## src/design/frame_speed_safety_monitor_top_defines.svh

```systemverilog
// ---------------------------------------------------------------------------
// Assertion macros for the frame speed safety monitor
// ---------------------------------------------------------------------------
`ifndef FRAME_SPEED_SAFETY_MONITOR_TOP_DEFINES_SVH
`define FRAME_SPEED_SAFETY_MONITOR_TOP_DEFINES_SVH

// implication checked on every clock edge outside reset
`define FSM_ASSERT_IMP(label, clk, rst_n, ante, cons, msg) \
	label: assert property (@(posedge clk) disable iff (!rst_n) (ante) |-> (cons)) \
		else $error(msg);

// next-cycle implication
`define FSM_ASSERT_NXT(label, clk, rst_n, ante, cons, msg) \
	label: assert property (@(posedge clk) disable iff (!rst_n) (ante) |=> (cons)) \
		else $error(msg);

`endif

```

## src/design/fssm_pkg.sv

```systemverilog
// ---------------------------------------------------------------------------
// fssm_pkg
// Shared widths, types and codes of the frame speed safety monitor.
// ---------------------------------------------------------------------------
package fssm_pkg;
	localparam int DEF_NUM_FRAMES = 8;
	localparam int POS_W = 32;
	localparam int TIME_W = 48;
	localparam int SPEED_W = 32;
	localparam int CNT_W = 8;
	localparam int CFG_IDX_W = 2;
	localparam int CFG_DATA_W = 32;
	localparam int DIFF_W = 33;
	localparam int SUMSQ_W = 68;
	localparam int ROOT_W = 34;
	localparam int PROD_W = 44;
	localparam int QUO_W = 44;

	typedef enum logic [CFG_IDX_W-1:0] {
		REG_SPEED_LIMIT = 2'd0,
		REG_STALE_LIMIT = 2'd1,
		REG_ALLOWED_MISSED = 2'd2,
		REG_MIN_INTERVAL = 2'd3
	} reg_idx_t;

	typedef enum logic [2:0] {
		ST_IDLE,
		ST_LOOK,
		ST_SQUARE,
		ST_ROOT,
		ST_MULK,
		ST_DIV,
		ST_DONE
	} state_t;

	typedef enum logic [2:0] {U_IDLE, U_SQ, U_RT, U_MK, U_DV, U_FIN} ustate_t;
endpackage

```

## src/design/fssm_if.sv

```systemverilog
// ---------------------------------------------------------------------------
// Stream and configuration interfaces
// Valid/ready channels of the monitor.
// ---------------------------------------------------------------------------
interface fssm_in_if;
	logic valid;
	logic ready;
	logic [2:0] frame_index;
	logic signed [31:0] pos_x_um;
	logic signed [31:0] pos_y_um;
	logic signed [31:0] pos_z_um;
	logic [47:0] sample_time_us;
	logic [47:0] now_time_us;
	modport source (output valid, frame_index, pos_x_um, pos_y_um, pos_z_um,
		sample_time_us, now_time_us, input ready);
	modport sink (input valid, frame_index, pos_x_um, pos_y_um, pos_z_um,
		sample_time_us, now_time_us, output ready);
endinterface

interface fssm_out_if;
	logic valid;
	logic ready;
	logic [2:0] frame_index_out;
	logic [31:0] speed_mm_s;
	logic speed_valid;
	logic stale;
	logic stop_request;
	logic [7:0] missed_count_out;
	modport source (output valid, frame_index_out, speed_mm_s, speed_valid, stale,
		stop_request, missed_count_out, input ready);
	modport sink (input valid, frame_index_out, speed_mm_s, speed_valid, stale,
		stop_request, missed_count_out, output ready);
endinterface

interface fssm_cfg_if;
	logic valid;
	logic ready;
	logic [1:0] index;
	logic [31:0] data;
	modport source (output valid, index, data, input ready);
	modport sink (input valid, index, data, output ready);
endinterface

```

## src/design/frame_speed_safety_monitor_top.sv

```systemverilog
// ---------------------------------------------------------------------------
// frame_speed_safety_monitor_top
// Per-frame staleness count and speed check of timestamped position samples.
// ---------------------------------------------------------------------------
// channel | dir | payload
// smp     | in  | frame_index, pos_x/y/z_um, sample_time_us, now_time_us
// res     | out | frame_index_out, speed_mm_s, speed_valid, stale, stop_request,
//         |     | missed_count_out
// cfg     | in  | index, data
// One sample at a time. A computed speed passes through lookup, 99 square
// steps, 34 root steps, one x1000 step, 44 divide steps and finish before
// its result. Other samples skip the speed unit. The next sample is taken
// only after the result has been taken.
// Reset clears config to defaults, primed bits and miss counters.
// A stalled result holds; the next sample waits until it is taken.
module frame_speed_safety_monitor_top #(
	parameter int NUM_FRAMES = fssm_pkg::DEF_NUM_FRAMES
) (
	input logic clk,
	input logic arst_n,
	fssm_in_if.sink smp,
	fssm_out_if.source res,
	fssm_cfg_if.sink cfg
);
	import fssm_pkg::*;
	`include "frame_speed_safety_monitor_top_defines.svh"

	localparam int FW = (NUM_FRAMES > 1) ? $clog2(NUM_FRAMES) : 1;

	state_t st_q, st_d;
	logic [31:0] speed_limit_q;
	logic [23:0] stale_limit_q;
	logic [7:0] allowed_missed_q;
	logic [15:0] min_interval_q;
	logic [NUM_FRAMES-1:0] primed_q;
	logic [CNT_W-1:0] missed_q [NUM_FRAMES];

	logic [POS_W-1:0] mem_x [NUM_FRAMES];
	logic [POS_W-1:0] mem_y [NUM_FRAMES];
	logic [POS_W-1:0] mem_z [NUM_FRAMES];
	logic [TIME_W-1:0] mem_t [NUM_FRAMES];
	logic [POS_W-1:0] rd_x_q, rd_y_q, rd_z_q;
	logic [TIME_W-1:0] rd_t_q;

	logic [2:0] fidx_q;
	logic in_range_q;
	logic [POS_W-1:0] x_q, y_q, z_q;
	logic [TIME_W-1:0] ts_q, now_q;

	logic [2:0] o_frame_q;
	logic [SPEED_W-1:0] o_speed_q;
	logic o_valid_q, o_sv_q, o_stale_q, o_stop_q;
	logic [CNT_W-1:0] o_cnt_q;

	logic acc_in, acc_out, wr_pose, upd_cnt;
	logic [CNT_W-1:0] cnt_new;
	logic [FW-1:0] fsel;
	logic u_start, u_busy, u_done;
	logic [SPEED_W-1:0] u_speed;
	logic [TIME_W-1:0] age, dtv;
	logic [DIFF_W-1:0] ax, ay, az;
	logic [CNT_W-1:0] cur_cnt, inc_cnt;
	logic is_primed, is_stale, do_speed;

	assign smp.ready = (st_q == ST_IDLE) && !o_valid_q;
	assign acc_in = smp.valid && smp.ready;
	assign acc_out = res.valid && res.ready;
	assign cfg.ready = 1'b1;
	assign fsel = FW'(fidx_q);

	always_ff @(posedge clk or negedge arst_n) begin
		if (!arst_n) begin
			speed_limit_q <= 32'd250;
			stale_limit_q <= 24'd20000;
			allowed_missed_q <= 8'd3;
			min_interval_q <= 16'd1;
		end else if (cfg.valid) begin
			unique case (reg_idx_t'(cfg.index))
				REG_SPEED_LIMIT: speed_limit_q <= cfg.data;
				REG_STALE_LIMIT: stale_limit_q <= cfg.data[23:0];
				REG_ALLOWED_MISSED: allowed_missed_q <= cfg.data[7:0];
				REG_MIN_INTERVAL: min_interval_q <= cfg.data[15:0];
				default: ;
			endcase
		end
	end

	always_ff @(posedge clk) begin
		if (acc_in) begin
			fidx_q <= smp.frame_index;
			in_range_q <= (32'(smp.frame_index) < NUM_FRAMES);
			x_q <= smp.pos_x_um;
			y_q <= smp.pos_y_um;
			z_q <= smp.pos_z_um;
			ts_q <= smp.sample_time_us;
			now_q <= smp.now_time_us;
		end
		if (st_q == ST_LOOK) begin
			rd_x_q <= mem_x[fsel];
			rd_y_q <= mem_y[fsel];
			rd_z_q <= mem_z[fsel];
			rd_t_q <= mem_t[fsel];
		end
		if (wr_pose) begin
			mem_x[fsel] <= x_q;
			mem_y[fsel] <= y_q;
			mem_z[fsel] <= z_q;
			mem_t[fsel] <= ts_q;
		end
	end

	function automatic logic [DIFF_W-1:0] absd(input logic [POS_W-1:0] a,
		input logic [POS_W-1:0] b);
		logic signed [DIFF_W-1:0] d;
		d = DIFF_W'($signed(a)) - DIFF_W'($signed(b));
		return d[DIFF_W-1] ? DIFF_W'(-d) : DIFF_W'(d);
	endfunction

	assign is_primed = in_range_q && primed_q[fsel];
	assign cur_cnt = missed_q[fsel];
	assign age = (now_q > ts_q) ? now_q - ts_q : ts_q - now_q;
	assign is_stale = age > TIME_W'(stale_limit_q);
	assign dtv = ts_q - rd_t_q;
	assign do_speed = (ts_q > rd_t_q) && (dtv > TIME_W'(min_interval_q));
	assign ax = absd(x_q, rd_x_q);
	assign ay = absd(y_q, rd_y_q);
	assign az = absd(z_q, rd_z_q);
	assign inc_cnt = (cur_cnt == '1) ? cur_cnt : cur_cnt + 8'd1;

	fssm_speed_unit u_speed_unit (
		.clk(clk), .arst_n(arst_n), .start(u_start),
		.ax(ax), .ay(ay), .az(az), .dt(dtv),
		.busy(u_busy), .done(u_done), .speed(u_speed)
	);

	always_comb begin
		st_d = st_q;
		u_start = 1'b0;
		wr_pose = 1'b0;
		upd_cnt = 1'b0;
		cnt_new = cur_cnt;
		unique case (st_q)
			ST_IDLE: if (acc_in) st_d = ST_LOOK;
			ST_LOOK: st_d = ST_SQUARE;
			ST_SQUARE: begin
				if (!in_range_q) begin
					st_d = ST_DONE;
				end else if (!primed_q[fsel]) begin
					wr_pose = 1'b1;
					upd_cnt = 1'b1;
					cnt_new = '0;
					st_d = ST_DONE;
				end else if (is_stale) begin
					upd_cnt = 1'b1;
					cnt_new = (inc_cnt > allowed_missed_q) ? '0 : inc_cnt;
					st_d = ST_DONE;
				end else if (do_speed) begin
					u_start = 1'b1;
					st_d = ST_ROOT;
				end else begin
					wr_pose = 1'b1;
					st_d = ST_DONE;
				end
			end
			ST_ROOT: if (u_done) begin
				wr_pose = 1'b1;
				st_d = ST_DONE;
			end
			ST_MULK: st_d = ST_IDLE;
			ST_DIV: st_d = ST_IDLE;
			ST_DONE: st_d = ST_IDLE;
			default: st_d = ST_IDLE;
		endcase
	end

	always_ff @(posedge clk or negedge arst_n) begin
		if (!arst_n) begin
			st_q <= ST_IDLE;
			primed_q <= '0;
			for (int i = 0; i < NUM_FRAMES; i++) missed_q[i] <= '0;
			o_valid_q <= 1'b0;
		end else begin
			st_q <= st_d;
			if (st_q == ST_SQUARE && in_range_q && !primed_q[fsel])
				primed_q[fsel] <= 1'b1;
			if (upd_cnt)
				missed_q[fsel] <= cnt_new;
			if (st_d == ST_DONE)
				o_valid_q <= 1'b1;
			else if (acc_out)
				o_valid_q <= 1'b0;
		end
	end

	always_ff @(posedge clk) begin
		if (st_q == ST_SQUARE) begin
			o_frame_q <= fidx_q;
			o_speed_q <= '0;
			o_sv_q <= is_primed && !is_stale;
			o_stale_q <= is_primed && is_stale;
			o_stop_q <= is_primed && is_stale && (inc_cnt > allowed_missed_q);
			o_cnt_q <= !is_primed ? '0 : (is_stale ? cnt_new : cur_cnt);
		end
		if (st_q == ST_ROOT && u_done) begin
			o_speed_q <= u_speed;
			o_stop_q <= u_speed > speed_limit_q;
		end
	end

	assign res.valid = o_valid_q;
	assign res.frame_index_out = o_frame_q;
	assign res.speed_mm_s = o_speed_q;
	assign res.speed_valid = o_sv_q;
	assign res.stale = o_stale_q;
	assign res.stop_request = o_stop_q;
	assign res.missed_count_out = o_cnt_q;

	`FSM_ASSERT_IMP(a_no_accept_busy, clk, arst_n, st_q != ST_IDLE, !smp.ready,
		"sample accepted while busy")
	`FSM_ASSERT_IMP(a_unit_only_root, clk, arst_n, u_done, st_q == ST_ROOT,
		"speed unit finished outside wait")
	`FSM_ASSERT_IMP(a_unit_busy_root, clk, arst_n, u_busy, st_q == ST_ROOT,
		"speed unit running outside wait")
	`FSM_ASSERT_NXT(a_res_hold, clk, arst_n, res.valid && !res.ready, res.valid,
		"result dropped while stalled")
	`FSM_ASSERT_IMP(a_flags_excl, clk, arst_n, res.valid,
		!(res.speed_valid && res.stale), "fresh and stale together")
endmodule

```

## src/design/fssm_speed_unit.sv

```systemverilog
// ---------------------------------------------------------------------------
// fssm_speed_unit
// Bit-serial speed: sum of squares by shift-add, restoring square root two bits
// per step, times 1000 by shift-subtract, restoring divide one bit per cycle.
// ---------------------------------------------------------------------------
module fssm_speed_unit (
	input  logic clk,
	input  logic arst_n,
	input  logic start,
	input  logic [fssm_pkg::DIFF_W-1:0] ax,
	input  logic [fssm_pkg::DIFF_W-1:0] ay,
	input  logic [fssm_pkg::DIFF_W-1:0] az,
	input  logic [fssm_pkg::TIME_W-1:0] dt,
	output logic busy,
	output logic done,
	output logic [fssm_pkg::SPEED_W-1:0] speed
);
	import fssm_pkg::*;

	ustate_t st_q, st_d;
	logic [6:0] cnt_q, cnt_d;
	logic [1:0] axis_q, axis_d;
	logic [SUMSQ_W-1:0] mcand_q, mcand_d;
	logic [DIFF_W-1:0] mplier_q, mplier_d;
	logic [SUMSQ_W-1:0] acc_q, acc_d;
	logic [SUMSQ_W-1:0] rad_q, rad_d;
	logic [ROOT_W+1:0] rem_q, rem_d;
	logic [ROOT_W-1:0] root_q, root_d;
	logic [PROD_W-1:0] num_q, num_d;
	logic [TIME_W:0] drem_q, drem_d;
	logic [TIME_W-1:0] dt_q, dt_d;
	logic [ROOT_W+1:0] trial;
	logic [TIME_W:0] dtrial;

	always_ff @(posedge clk or negedge arst_n) begin
		if (!arst_n) begin
			st_q <= U_IDLE;
			cnt_q <= '0;
			axis_q <= '0;
		end else begin
			st_q <= st_d;
			cnt_q <= cnt_d;
			axis_q <= axis_d;
		end
	end

	always_ff @(posedge clk) begin
		mcand_q <= mcand_d;
		mplier_q <= mplier_d;
		acc_q <= acc_d;
		rad_q <= rad_d;
		rem_q <= rem_d;
		root_q <= root_d;
		num_q <= num_d;
		drem_q <= drem_d;
		dt_q <= dt_d;
	end

	always_comb begin
		st_d = st_q;
		cnt_d = cnt_q;
		axis_d = axis_q;
		mcand_d = mcand_q;
		mplier_d = mplier_q;
		acc_d = acc_q;
		rad_d = rad_q;
		rem_d = rem_q;
		root_d = root_q;
		num_d = num_q;
		drem_d = drem_q;
		dt_d = dt_q;
		trial = {rem_q[ROOT_W-1:0], rad_q[SUMSQ_W-1 -: 2]} - {root_q, 2'b01};
		dtrial = {drem_q[TIME_W-1:0], num_q[PROD_W-1]} - {1'b0, dt_q};
		unique case (st_q)
			U_IDLE: begin
				if (start) begin
					st_d = U_SQ;
					cnt_d = '0;
					axis_d = '0;
					mcand_d = SUMSQ_W'(ax);
					mplier_d = ax;
					acc_d = '0;
					dt_d = dt;
				end
			end
			U_SQ: begin
				if (mplier_q[0])
					acc_d = acc_q + mcand_q;
				mcand_d = mcand_q << 1;
				mplier_d = mplier_q >> 1;
				cnt_d = cnt_q + 7'd1;
				if (cnt_q == 7'(DIFF_W - 1)) begin
					cnt_d = '0;
					axis_d = axis_q + 2'd1;
					if (axis_q == 2'd0) begin
						mcand_d = SUMSQ_W'(ay);
						mplier_d = ay;
					end else if (axis_q == 2'd1) begin
						mcand_d = SUMSQ_W'(az);
						mplier_d = az;
					end else begin
						st_d = U_RT;
						rad_d = acc_d;
						rem_d = '0;
						root_d = '0;
					end
				end
			end
			U_RT: begin
				if (!trial[ROOT_W+1]) begin
					rem_d = trial;
					root_d = {root_q[ROOT_W-2:0], 1'b1};
				end else begin
					rem_d = {rem_q[ROOT_W-1:0], rad_q[SUMSQ_W-1 -: 2]};
					root_d = {root_q[ROOT_W-2:0], 1'b0};
				end
				rad_d = rad_q << 2;
				cnt_d = cnt_q + 7'd1;
				if (cnt_q == 7'(ROOT_W - 1)) begin
					st_d = U_MK;
					cnt_d = '0;
				end
			end
			U_MK: begin
				// d*1000 = (d<<10) - (d<<4) - (d<<3)
				num_d = (PROD_W'(root_q) << 10) - (PROD_W'(root_q) << 4)
					- (PROD_W'(root_q) << 3);
				drem_d = '0;
				st_d = U_DV;
			end
			U_DV: begin
				if (!dtrial[TIME_W]) begin
					drem_d = dtrial;
					num_d = {num_q[PROD_W-2:0], 1'b1};
				end else begin
					drem_d = {drem_q[TIME_W-1:0], num_q[PROD_W-1]};
					num_d = {num_q[PROD_W-2:0], 1'b0};
				end
				cnt_d = cnt_q + 7'd1;
				if (cnt_q == 7'(PROD_W - 1))
					st_d = U_FIN;
			end
			U_FIN: st_d = U_IDLE;
			default: st_d = U_IDLE;
		endcase
	end

	assign busy = (st_q != U_IDLE);
	assign done = (st_q == U_FIN);
	assign speed = (|num_q[PROD_W-1:SPEED_W]) ? '1 : num_q[SPEED_W-1:0];
endmodule
```

## src/flat_wrapper.sv

```systemverilog
// flat-port wrapper written by rule: the top's interface ports become plain ports
module frame_speed_safety_monitor_top_flat import fssm_pkg::*;
#(
	parameter int NUM_FRAMES = fssm_pkg::DEF_NUM_FRAMES
)
  (clk, arst_n, smp_valid, smp_frame_index, smp_pos_x_um, smp_pos_y_um, smp_pos_z_um, smp_sample_time_us, smp_now_time_us, smp_ready, res_valid, res_frame_index_out, res_speed_mm_s, res_speed_valid, res_stale, res_stop_request, res_missed_count_out, res_ready, cfg_valid, cfg_index, cfg_data, cfg_ready);
  fssm_in_if smp_i ();
  fssm_out_if res_i ();
  fssm_cfg_if cfg_i ();
  input logic clk;
  input logic arst_n;
  input wire logic [$bits(smp_i.valid)-1:0] smp_valid;
  input wire logic [$bits(smp_i.frame_index)-1:0] smp_frame_index;
  input wire logic [$bits(smp_i.pos_x_um)-1:0] smp_pos_x_um;
  input wire logic [$bits(smp_i.pos_y_um)-1:0] smp_pos_y_um;
  input wire logic [$bits(smp_i.pos_z_um)-1:0] smp_pos_z_um;
  input wire logic [$bits(smp_i.sample_time_us)-1:0] smp_sample_time_us;
  input wire logic [$bits(smp_i.now_time_us)-1:0] smp_now_time_us;
  output wire logic [$bits(smp_i.ready)-1:0] smp_ready;
  output wire logic [$bits(res_i.valid)-1:0] res_valid;
  output wire logic [$bits(res_i.frame_index_out)-1:0] res_frame_index_out;
  output wire logic [$bits(res_i.speed_mm_s)-1:0] res_speed_mm_s;
  output wire logic [$bits(res_i.speed_valid)-1:0] res_speed_valid;
  output wire logic [$bits(res_i.stale)-1:0] res_stale;
  output wire logic [$bits(res_i.stop_request)-1:0] res_stop_request;
  output wire logic [$bits(res_i.missed_count_out)-1:0] res_missed_count_out;
  input wire logic [$bits(res_i.ready)-1:0] res_ready;
  input wire logic [$bits(cfg_i.valid)-1:0] cfg_valid;
  input wire logic [$bits(cfg_i.index)-1:0] cfg_index;
  input wire logic [$bits(cfg_i.data)-1:0] cfg_data;
  output wire logic [$bits(cfg_i.ready)-1:0] cfg_ready;
  assign smp_i.valid = smp_valid;
  assign smp_i.frame_index = smp_frame_index;
  assign smp_i.pos_x_um = smp_pos_x_um;
  assign smp_i.pos_y_um = smp_pos_y_um;
  assign smp_i.pos_z_um = smp_pos_z_um;
  assign smp_i.sample_time_us = smp_sample_time_us;
  assign smp_i.now_time_us = smp_now_time_us;
  assign smp_ready = smp_i.ready;
  assign res_valid = res_i.valid;
  assign res_frame_index_out = res_i.frame_index_out;
  assign res_speed_mm_s = res_i.speed_mm_s;
  assign res_speed_valid = res_i.speed_valid;
  assign res_stale = res_i.stale;
  assign res_stop_request = res_i.stop_request;
  assign res_missed_count_out = res_i.missed_count_out;
  assign res_i.ready = res_ready;
  assign cfg_i.valid = cfg_valid;
  assign cfg_i.index = cfg_index;
  assign cfg_i.data = cfg_data;
  assign cfg_ready = cfg_i.ready;
  frame_speed_safety_monitor_top #(.NUM_FRAMES(NUM_FRAMES)) u_core (.clk(clk), .arst_n(arst_n), .smp(smp_i), .res(res_i), .cfg(cfg_i));
endmodule
```

## config.mk

```make
export PLATFORM = sky130hd
export DESIGN_NAME = frame_speed_safety_monitor_top_flat
export DESIGN_NICKNAME = d
export VERILOG_FILES = /design/src/design/fssm_pkg.sv /design/src/design/fssm_if.sv /design/src/design/frame_speed_safety_monitor_top.sv /design/src/design/fssm_speed_unit.sv /design/src/flat_wrapper.sv
export VERILOG_INCLUDE_DIRS = /design/src /design/src/design
export SDC_FILE = /design/constraint.sdc
export NUM_CORES = 2
export LEC_CHECK = 0
export BUFFER_PORTS_ARGS = -buffer_cell sky130_fd_sc_hd__buf_4
export CELL_PAD_IN_SITES_DETAIL_PLACEMENT = 1
export CELL_PAD_IN_SITES_GLOBAL_PLACEMENT = 1
export CORE_ASPECT_RATIO = 1.75
export CORE_UTILIZATION = 29
export DETAILED_ROUTE_END_ITERATION = 6
export PLACE_DENSITY = 0.57
export SYNTH_ARGS = -nofsm -noshare
export SYNTH_HDL_FRONTEND = slang
export SYNTH_SLANG_ARGS = --single-unit
```

## constraint.sdc

```tcl
create_clock -name clk -period 22.6 [get_ports clk]
set_input_delay 1.13 -clock clk [delete_from_list [all_inputs] [get_ports clk]]
set_output_delay 1.13 -clock clk [all_outputs]
set_load 0.01 [all_outputs]
```

* Word-level counts from Yosys, hierarchy flattened *
Memory sizes are Yosys's and may differ from the RTL's. A register that Yosys moved wholly into a read port is not among the register bits.
Index checks and enable logic that the tools add are counted.

cells by class
  add/subtract/negate cells = 17
  order comparisons = 10
  equality and inequality tests = 23
  multiplexer cells = 92
  bitwise operators = 2
  reductions and logical operators = 35

operators with widths
  operator          number
  $mux 68           9
  $pmux 68 s2       3
  $mux 34           7
  $mux 33           7
  $sub 48x48->48    3
  $pmux 34 s2       2
  $neg 33->33       3
  $sub 32x32->33    3
  $gt 48x48->1      2
  $mux 32           3
  $mux 48           2
  $pmux 48 s2       1
  $pmux 44 s2       1
  $mux 8            9
  $add 68x68->68    1
  $pmux 33 s2       1
  $bwmux 64         1
  $sub 49x48->49    1
  $gt 48x16->1      1
  $gt 48x24->1      1
  $sub 44x37->44    1
  $sub 44x38->44    1
  $sub 36x36->36    1
  $mux 3            11
  42 further kinds  104

storage, ports and cells
  flip-flop bits (word level) = 854
  bits in writable memories = 1,152
  input port bits = 234
  memories kept = 4

memories
  name          words  width  read ports  clocked after memory_dff  wr ports  line                                  text
  u_core.mem_t  8      48     1           1                         1         frame_speed_safety_monitor_top.sv:41  logic [TIME_W-1:0] mem_t [NUM_FRAMES];
  u_core.mem_x  8      32     1           1                         1         frame_speed_safety_monitor_top.sv:38  logic [POS_W-1:0] mem_x [NUM_FRAMES];
  u_core.mem_y  8      32     1           1                         1         frame_speed_safety_monitor_top.sv:39  logic [POS_W-1:0] mem_y [NUM_FRAMES];
  u_core.mem_z  8      32     1           1                         1         frame_speed_safety_monitor_top.sv:40  logic [POS_W-1:0] mem_z [NUM_FRAMES];

* Logic depth before layout (Yosys ltp) *
  depth after elaboration = 12
  mapped depth = 33

* Cells and area by module *
Synthesis repeated with hierarchy kept, for this count alone.

unflattened totals
  cells, all modules = 8,927
  area total of the unflattened synthesis = 107,969.8 um2

modules (own cells, without submodules)
  module                          times used  cells each  area each (um2)  seq. area each (um2)
  frame_speed_safety_monitor_top  1           5,774       77,314.2         50,075.5
  fssm_speed_unit                 1           3,153       30,655.7         13,663.1

* Worst setup path before layout *
Ideal clock, no wire load.

  path kind = register to register
  start point = register u_core.ts_q[0]
  end point = memory u_core.mem_t[1][0] (enable)
  library setup time = 650 ps
  arrival time = 12,551 ps
  required time = 21,950 ps
  setup slack = 9,398 ps
  cell stages (with the launch flop) = 31
  path buffers = 1
  cells stage by stage = edfxtp_1 ha_1 inv_1 fa_1 a21oi_1 o211ai_1 a211oi_2 a211oi_1 o31a_1 o31a_1 buf_2 mux2i_1 o22ai_1 a221oi_1 o22ai_1 a221oi_1 xnor2_1 ha_1 a2111oi_0 a32oi_1 a221oi_1 a21oi_1 a211oi_1 nand4_1 or4_1 a211oi_1 nand4b_1 or3_4 a21oi_1 nor3_2 nor2_1

on the way
  word-level cells in the longest chain between the ends = 9

RTL lines
  what                            line                                   text
  from (decl)                     frame_speed_safety_monitor_top.sv:48   logic [TIME_W-1:0] ts_q, now_q;
  from (signal assigned)          frame_speed_safety_monitor_top.sv:95   ts_q <= smp.sample_time_us;
  $sub 48x48->48                  frame_speed_safety_monitor_top.sv:123  assign dtv = ts_q - rd_t_q;
  $gt 48x16->1                    frame_speed_safety_monitor_top.sv:124  assign do_speed = (ts_q > rd_t_q) && (dtv > TIME_W'(min_interval_q));
  $logic_and 1x1->1               frame_speed_safety_monitor_top.sv:124
  $mux 1                          frame_speed_safety_monitor_top.sv:157  end else if (do_speed) begin
  $mux 1 *                        frame_speed_safety_monitor_top.sv:153  end else if (is_stale) begin
  $mux 1 *                        frame_speed_safety_monitor_top.sv:148  end else if (!primed_q[fsel]) begin
  $pmux 1 s2 *                    frame_speed_safety_monitor_top.sv:142  unique case (st_q)
  $mux 1 *                        frame_speed_safety_monitor_top.sv:104  if (wr_pose) begin
  $mux 1 (implied by the code) *  frame_speed_safety_monitor_top.sv:108  mem_t[fsel] <= ts_q;
  to (decl)                       frame_speed_safety_monitor_top.sv:41

Every way passes the cells marked *; elsewhere a longest branch is shown, timed or not.

* Worst setup path in the final report *
  start point = register u_core.ts_q[18]
  end point = memory u_core.mem_x[1][11] (enable)

on the way
  word-level cells in the longest chain between the ends = 9

RTL lines
  what                            line                                   text
  $sub 48x48->48                  frame_speed_safety_monitor_top.sv:123
  $gt 48x16->1                    frame_speed_safety_monitor_top.sv:124
  $logic_and 1x1->1               frame_speed_safety_monitor_top.sv:124
  $mux 1                          frame_speed_safety_monitor_top.sv:157
  $mux 1 *                        frame_speed_safety_monitor_top.sv:153
  $mux 1 *                        frame_speed_safety_monitor_top.sv:148
  $pmux 1 s2 *                    frame_speed_safety_monitor_top.sv:142
  $mux 1 *                        frame_speed_safety_monitor_top.sv:104
  $mux 1 (implied by the code) *  frame_speed_safety_monitor_top.sv:105  mem_x[fsel] <= x_q;
  to (decl)                       frame_speed_safety_monitor_top.sv:38

Marked as above.

==> metrics <==
status completed; total CTS buffers 211; Design Area, Final 121700 um2; adder-cell share of the synthesized area 0.06774; RSZ-0062 raised after global routing false; worst skew pair latency 0.93 ns; GRT Resource Usage Total 0.1987; routed len/inst 26.83 um; Final setup viols 0; Hold Buf Count CTS 0; Clk network pwr share 0.283; Post-synth EDFFs 1982; logic gate share of total power 0.314; Worst setup SP type flip-flop; largest family of logic cells by synthesized area compound AO/OA/AOI/OAI gates; Worst slew margin 0.1722; Synth Area in Compound Gates 0.1556; # clock sinks 2150; Worst Hold Class in2async; fin. max-slew vios 0; number of global-route vias before repair 80360; achievable frequency 82.49 MHz; CP max stage cell buf_4; Syn Area/Cell 12.17 um2; leak pwr 43.85 nW; Post-DP Area 114900 um2; Mapped Cells 8799; Post-CTS Resized 0; number of I/O port buffers 281; largest net degree at the start of global routing 170; Synth async-reset ratio 0.07814; FF-to-FF setup slack 10.48 ns; initial drt markers 4964; NetSw 4.643 mW; Remaining DRCs 0; Clock Tree Root clkbuf_16; CP most frequent cell buf_4; Data required, critical path 23.13 ns; clk_skew 0.08630 ns; hold_ws 0.3317 ns; routed wire length 377500 um; initial core utilization 0.2921; Flop pwr share 0.403; Die H 806.0 um; clock slew at reported path FFs 0.07 ns; Post CTS Setup Buffer Count 0; Seq/Total Area, Yosys 0.5950; CP max stage delay 0.88 ns; Die ar. 371900 um2; Max-cap violations 0; Final TNS setup 0 ns; crit path max fanout 51; Final Hold Viols 0; remaining antenna violation count after routing 0; mapped cell area 107100 um2; Least-Margin Pin Slew 1.231 ns; Pwr Total 12.83 mW; ys flop type edfxtp_1; FP Rows 294; Nets 9803; Max H-tree Level 4; critical path type reg2reg; mux cell area share after synthesis 0.02009; CP delay by family, top simple AND/OR/NAND/NOR gates; Unique masters post-synth 108; Avg Vias per Cell 5.283; total gr overflow 0; die width 461.4 um; end-of-flow core utilization 0.3319; Worst Path Buf+Inv 4; post-DP HPWL 262900 um; CTS tree built; internal power 8.188 mW; Synth-to-Final Area Change 13.64%; post-layout minimum cycle time 12.12 ns; Sw Share 0.3619; #FFs+latches synth 2150; xor and xnor area share after synthesis 0.03254; simple-gate share of the synthesized area 0.09511; period utilization 0.5364; Yosys warning total 0; ratio of cells with drive above 1 in the final layout 0.1015; Critical Path Sink Type flip-flop; CP Data Arrival Time 12.65 ns; Post-Syn Nets 9592; Cell Pwr Density 105.4 nW/um2; clk buf depth 4; Ports 283; total number of vias 74340; initial antenna violation count 23; Max VDD drop 63.88 uV; drt pass-1 iters 5; Core Area 366700 um2; global-route wire length before repair 547400 um; gpl congestion 0.9093
## power by group through the flow
stage / Combinational, mW / Sequential (mW) / Clock [mW]
6_report: 4.03 / 5.17 / 3.64
3_3_place_gp: 3.97 / 5.24 / 0
3_5_place_dp: 4.02 / 5.26 / 0
2_1_floorplan: 2.37 / 5.18 / 0
4_1_cts: 4.04 / 5.17 / 3.73
5_1_grt: 4.29 / 5.20 / 3.83
## sequential cells by signal, summed over array words and instances, names as in the netlist, 33 cells and up
| register | cells |
|---|---|
| u_core.mem_t | 384 |
| u_core.mem_x | 256 |
| u_core.mem_y | 256 |
| u_core.mem_z | 256 |
| u_core.u_speed_unit.acc_q | 68 |
| u_core.u_speed_unit.mcand_q | 68 |
| u_core.u_speed_unit.rad_q | 68 |
| u_core.missed_q | 64 |
| u_core.now_q | 48 |
| u_core.rd_t_q | 48 |
| u_core.ts_q | 48 |
| u_core.u_speed_unit.drem_q | 48 |
| u_core.u_speed_unit.dt_q | 48 |
| u_core.u_speed_unit.num_q | 44 |
| u_core.u_speed_unit.rem_q | 34 |
| u_core.u_speed_unit.root_q | 34 |
| u_core.u_speed_unit.mplier_q | 33 |
## final cells by class
type                    count  area [um2]
diodes                     10       25.02
repair buffers            376        2927
flip-flops and latches   2150       63740
multi-input cells        5707       39970
clock buffers             257        5578
well taps                4884        6111
inverters                 564        2117
fillers                 39510      245000
clock inverters           124        1271
## worst paths after layout
| kind | startpoint | end | cells after the start |
|---|---|---|---|
| worst min register to register | u_core.missed_q[20] | u_core.missed_q[20] | 2 |
| worst max-delay path | u_core.ts_q[18] | u_core.mem_x[1][11] | 28 |
| worst min-delay path | arst_n | u_core.stale_limit_q[2] | 1 |
| worst max register to register | u_core.ts_q[18] | u_core.mem_x[1][11] | 28 |
| min in group clk | smp_pos_z_um[30] | u_core.z_q[30] | 1 |
| max in group asynchronous | arst_n | u_core.u_speed_unit.axis_q[1] | 2 |
## cell usage after synthesis, types with 73 or more instances
master    count  area (um2)
mux2_2       80       900.9
nor2_1      582        2185
nand4_1     244        1526
nand3_1     104       520.5
inv_1       564        2117
ha_1        524        6556
o21ai_0     392        1962
clkbuf_1    302        1134
nor3_1      105       525.5
xor2_1      156        1366
mux2i_1     116        1161
a21o_1      244        1832
edfxtp_1   1982       59520
and3_1       73       456.7
a21oi_1     589        2948
nand2_1     471        1768
and2_1      112       700.7
o21bai_1     73       548.0
dfrtp_1     154        3854
a22oi_1     615        4617
xnor2_1     242        2120
## layout by cell type, fill, tap and decap left out, types with 71 or more instances in the layout
cell type	count
a21o_1	244
a21oi_1	589
a22oi_1	615
and2_1	108
and3_1	71
buf_4	367
clkbuf_16	215
dfrtp_1	154
edfxtp_1	1982
ha_1	524
inv_1	563
mux2_2	80
mux2i_1	116
nand2_1	465
nand3_1	104
nand4_1	244
nor2_1	572
nor3_1	102
o21ai_0	390
o21bai_1	73
xnor2_1	241
xor2_1	156
## per-layer routing
metal,up-vias,GRT usage,part of all wire
li1,33720,-,-
met1,38440,0.2207,0.38
met2,1565,0.3793,0.54
met3,602,0.02214,0.036
met4,10,0.07933,0.042
met5,-,0,0.00014
## cell families after synthesis
kind of cell / Yosys count
buf+inv: 942
fa+ha+maj: 559
flops: 2150
other cells: 1
compound gates: 2500
mux: 200
xor+xnor: 398
simple gates: 2049
## metrics by stage
| step | instances | setup slack (ns) |
|---|---|---|
| after global placement | 13680 | 10.58 |
| after global routing | 14060 | 10.01 |
| after CTS | 14060 | 10.37 |
| after detailed placement | 13680 | 10.48 |
| after floorplan | 8799 | 9.398 |
| final | 14070 | 10.48 |
Power figures use the tool's default switching activity.
